File: src/rtl/skt_pkg.sv
// skt_pkg: shared types, codes and default sizes for the sorted key table
// no dependencies; imported by every module of the block
package skt_pkg;

	localparam int CAPACITY_DEF   = 64;
	localparam int KEY_BITS_DEF   = 32;
	localparam int VALUE_BITS_DEF = 32;

	localparam int KEY_W   = 32;
	localparam int VALUE_W = 32;
	localparam int COUNT_W = 7;

	localparam logic [1:0] CMD_FIND   = 2'd0;
	localparam logic [1:0] CMD_INSERT = 2'd1;
	localparam logic [1:0] CMD_DELETE = 2'd2;

	typedef enum logic [1:0] {
		STS_OK        = 2'd0,
		STS_NO_RECORD = 2'd1,
		STS_DUPLICATE = 2'd2,
		STS_FULL      = 2'd3
	} status_t;

	typedef struct packed {
		logic [1:0]         cmd;
		logic [KEY_W-1:0]   key;
		logic [VALUE_W-1:0] value;
	} req_t;

	typedef struct packed {
		status_t            status;
		logic [VALUE_W-1:0] found_value;
		logic [COUNT_W-1:0] entry_count;
	} rsp_t;

	// per-cycle commands broadcast to every cell
	typedef struct packed {
		logic cmp;
		logic ins;
		logic del;
	} cell_ctl_t;

endpackage

File: src/rtl/skt_cell.sv
// skt_cell: one slot of the sorted chain, holds a key/value pair and
// compares, shifts up on insert or shifts down on delete; uses skt_pkg
module skt_cell #(
	parameter int KEY_BITS   = skt_pkg::KEY_BITS_DEF,
	parameter int VALUE_BITS = skt_pkg::VALUE_BITS_DEF
) (
	input  logic                  clk,
	input  skt_pkg::cell_ctl_t    ctl,
	input  logic                  occupied,
	input  logic [KEY_BITS-1:0]   probe_key,
	input  logic [KEY_BITS-1:0]   new_key,
	input  logic [VALUE_BITS-1:0] new_value,
	input  logic                  prev_lt,
	input  logic [KEY_BITS-1:0]   prev_key,
	input  logic [VALUE_BITS-1:0] prev_value,
	input  logic [KEY_BITS-1:0]   next_key,
	input  logic [VALUE_BITS-1:0] next_value,
	output logic                  lt,
	output logic                  eq,
	output logic [KEY_BITS-1:0]   key,
	output logic [VALUE_BITS-1:0] value
);
	import skt_pkg::*;

	logic                  lt_q;
	logic                  eq_q;
	logic [KEY_BITS-1:0]   key_q;
	logic [VALUE_BITS-1:0] value_q;

	always_ff @(posedge clk) begin
		if (ctl.cmp) begin
			lt_q <= occupied && (key_q < probe_key);
			eq_q <= occupied && (key_q == probe_key);
		end
	end

	always_ff @(posedge clk) begin
		if (ctl.ins && !lt_q) begin
			if (prev_lt) begin
				key_q   <= new_key;
				value_q <= new_value;
			end else begin
				key_q   <= prev_key;
				value_q <= prev_value;
			end
		end else if (ctl.del && !lt_q) begin
			key_q   <= next_key;
			value_q <= next_value;
		end
	end

	assign lt    = lt_q;
	assign eq    = eq_q;
	assign key   = key_q;
	assign value = value_q;

endmodule

File: config.mk
export PLATFORM = sky130hd
export DESIGN_NAME = skt_cell
export DESIGN_NICKNAME = d
export VERILOG_FILES = /design/src/rtl/skt_pkg.sv /design/src/rtl/skt_cell.sv
export SDC_FILE = /design/constraint.sdc
export NUM_CORES = 1
export LEC_CHECK = 0
export BUFFER_PORTS_ARGS = -buffer_cell sky130_fd_sc_hd__buf_2
export CAP_MARGIN = 20
export CORE_AREA = 5 5 112 114
export DETAILED_ROUTE_END_ITERATION = 10
export DIE_AREA = 0 0 117 119
export PLACE_DENSITY = 0.73
export SLEW_MARGIN = 25
export SYNTH_ARGS = -nofsm -noshare
export SYNTH_HDL_FRONTEND = slang
export SYNTH_SLANG_ARGS = --single-unit
File: constraint.sdc
create_clock -name clk -period 3.9 [get_ports clk]
set_input_delay 0 -clock clk [delete_from_list [all_inputs] [get_ports clk]]
set_output_delay 0 -clock clk [all_outputs]
set_load 0.02 [all_outputs]
==> out/metrics.yaml <==
status:
  status: "complete, but fails checks"
  violations: "hold timing"
route:
  routed_wl_mm: 14.8
  avgViaCountPerCell: 4.91
  wire_per_inst_um: 16.6
  vias: 4396
  drc: 0
  first_iter_violations: 132
  dr.pass1.iters: 5
  antenna_left: 0
worst_setup_path:
  critical_path.endpoint: "key[11]$_DFFE_PP_"
  worst-setup-path-type: "reg2reg"
  cp.arrival_ps: 2050
  end_kind: "flip-flop"
  worstSetupStartpoint: "lt$_DFFE_PP_"
  crit_cells: 3
  crit_buf_inv: 1
  crit_required_ps: 3960
  slowest_delay_ps: 720
  crit_path_start_kind: "flip-flop"
  critPathTopFamily: "simple AND/OR/NAND/NOR gates"
  reg2reg_from: "lt$_DFFE_PP_"
  crit_chain: "nand2b_4, buf_4, o21ai_1"
  r2r_setup_slack_ps: 1920
  cp_slowest_cell: "nand2b_4"
  r2r-end: "key[11]$_DFFE_PP_"
  ff2ff_path_depth: 3
  cp_max_fo: 94
logic_synthesis:
  syn_area_per_cell_um2: 10.6
  ys_ff_latch: 66
  netlist_area_um2: 4170
  synth_top_area_cell: "edfxtp_1"
  netlist_instances: 395
  synth.top_cell.area_share_pct: 47.6
  synth_cell_type_count: 29
  ys_warn_count: 0
  syn-num-nets: 657
  yosysSeqAreaShare_pct: 47.6
  yosys-top-cells-area: "edfxtp_1 48%, mux2i_1 15%, ha_1 9.6%"
placement:
  dp_slack_ps: 1870
  portBuffers: 295
  hpwl_mm: 11.1
  routabilityCongestion: 0.847
floorplanning:
  fp.dieH_um: 119
  start_util_pct: 36.8
  ios: 296
  core_area_um2: 11300
  die_w_um: 117
  num_rows: 39
  die-area_um2: 13900
timing:
  fin_skew_ps: 5.51
  slew_viol_final: 0
  hold_ws_ps: -1.24
  timing.setup.tns_ps: 0
  finalSetupViolations: 0
  setup_ws_ps: 1920
  rsz0062_at_grt: "false"
  tightest_slew_ps: 883
  final_hold_viol_count: 1
  post-route-min-period_ps: 1980
  maxSlewHeadroom_pct: 41.1
  min_period_over_period_pct: 50.8
  fmax_ghz: 0.505
finish:
  nets: 1008
  seq_area_um2: 1980
  fillerInstances: 993
  multi_input_area_um2: 1960
  syn_to_final_growth_pct: 59.5
  drive_gt1_share_pct: 42.3
global_route:
  grt-ovfl-total: 0
  grt_pass1_vias: 4728
  antenna_found_initial: 1
  grt_pass1_wl_mm: 21.9
  grt_max_degree: 95
  grt_usage_pct: 20.3
pwr:
  peakVddDrop_mv: 0.162
  leakagePower_nw: 3.42
  power.density_nw_per_um2: 336
clock_tree:
  cts_max_level: 3
  cts_resized: 0
  cts-root-buf: "clkbuf_16"
  insertion_delay_ps: 330
  cts-buffers-inserted: 9
  cts_tree: "done"
  numClockSinks: 66
  clockBufferDepth: 2
  hold_buffers: 62
  post-cts-setup-buffers: 0
  clk_pin_slew_ps: 60
min_path:
  hp-class: "in2reg"
job:
  cap_violations: 0
[where the power goes]
group	internal, mW	switching (mW)
Clock	0.421	0.275
Sequential	0.876	0.0305
Combinational	0.286	0.343
Total	1.58	0.648
[cells in the final DEF, fill, tap and decap left out, types with 3 or more instances in the layout]
| master | instances |
|---|---|
| buf_2 | 294 |
| nand2_1 | 70 |
| edfxtp_1 | 66 |
| mux2i_1 | 64 |
| o21ai_1 | 62 |
| dlygate4sd3_1 | 62 |
| inv_1 | 32 |
| ha_1 | 32 |
| a21oi_1 | 11 |
| clkbuf_16 | 9 |
| o21ai_0 | 5 |
| nand4_1 | 5 |
| nor2_1 | 4 |
| a21o_1 | 3 |
| clkinv_1 | 3 |
| buf_4 | 3 |
[synth_stat cells, drive strengths merged]
cell type,count
nand3,1
o21ai,67
buf,16
o221a,1
nand2b,1
nand2,70
a21oi,11
nor2,5
o211ai,1
a21o,3
nor2b,2
nor4,4
nand4b,1
a2bb2oi,1
clkbuf,5
a211oi,2
o211a,1
inv,32
edfxtp,66
ha,32
o21a,2
nand4,7
mux2i,64
[registers in the layout (all words and copies together) (netlist names)]
| signal | count |
|---|---|
| eq | 1 |
| key | 32 |
| lt | 1 |
| value | 32 |
[layer usage]
metal  track usage [%]  share of wire (%)  up-vias
li1                  -                  -     2133
met1              19.4                 33     1954
met2              37.2                 52      243
met3              6.59                9.0       66
met4              11.6                5.5        0
met5                 0                  0        -
[cells by family after synthesis]
kind of cell / count (synthesis) / synth area share (%)
compound gates: 89 / 11.6
buf+inv: 53 / 5.85
fa+ha+maj: 32 / 9.61
simple gates: 91 / 9.97
mux: 64 / 15.4
flops: 66 / 47.6
[through the flow]
step	cell area [um^2]	cells	power, mW	util (%)	hold slack [ps]
6_report	6650	895	2.23	58.7	-1.24
3_3_place_gp	5740	815	1.47	50.7	254
5_1_grt	6650	895	2.35	58.7	2.13
3_5_place_dp	5740	815	1.49	50.7	249
4_1_cts	6610	893	2.24	58.4	3.09
2_1_floorplan	4170	395	1.25	-	112
[layout make-up]
class | instances | share of cell area, %
repair buffers | 361 | 32.4
inverters | 32 | 1.81
clock inverters | 5 | 0.320
well taps | 143 | 2.69
clock buffers | 11 | 3.50
multi-input cells | 276 | 29.4
flip-flops and latches | 66 | 29.8
diodes | 1 | 0.0376
[worst min-delay path, cell delays in order]
cell and delay, ps:
buf_2 80, nand2_1 50, o21ai_1 80
[worst min path at each step]
stage                       start            endpoint  slack, ps  cells past startpoint
floorplan                  ctl[2]        eq$_DFFE_PP_        110                      0
global placement           ctl[2]        lt$_DFFE_PP_        250                      1
detailed placement         ctl[2]        eq$_DFFE_PP_        250                      1
CTS                  next_key[15]   key[15]$_DFFE_PP_          3                      3
global route        next_value[4]  value[4]$_DFFE_PP_          2                      3
finish               next_key[15]   key[15]$_DFFE_PP_         -1                      3
Note: power is estimated with default switching activity, not from simulation.
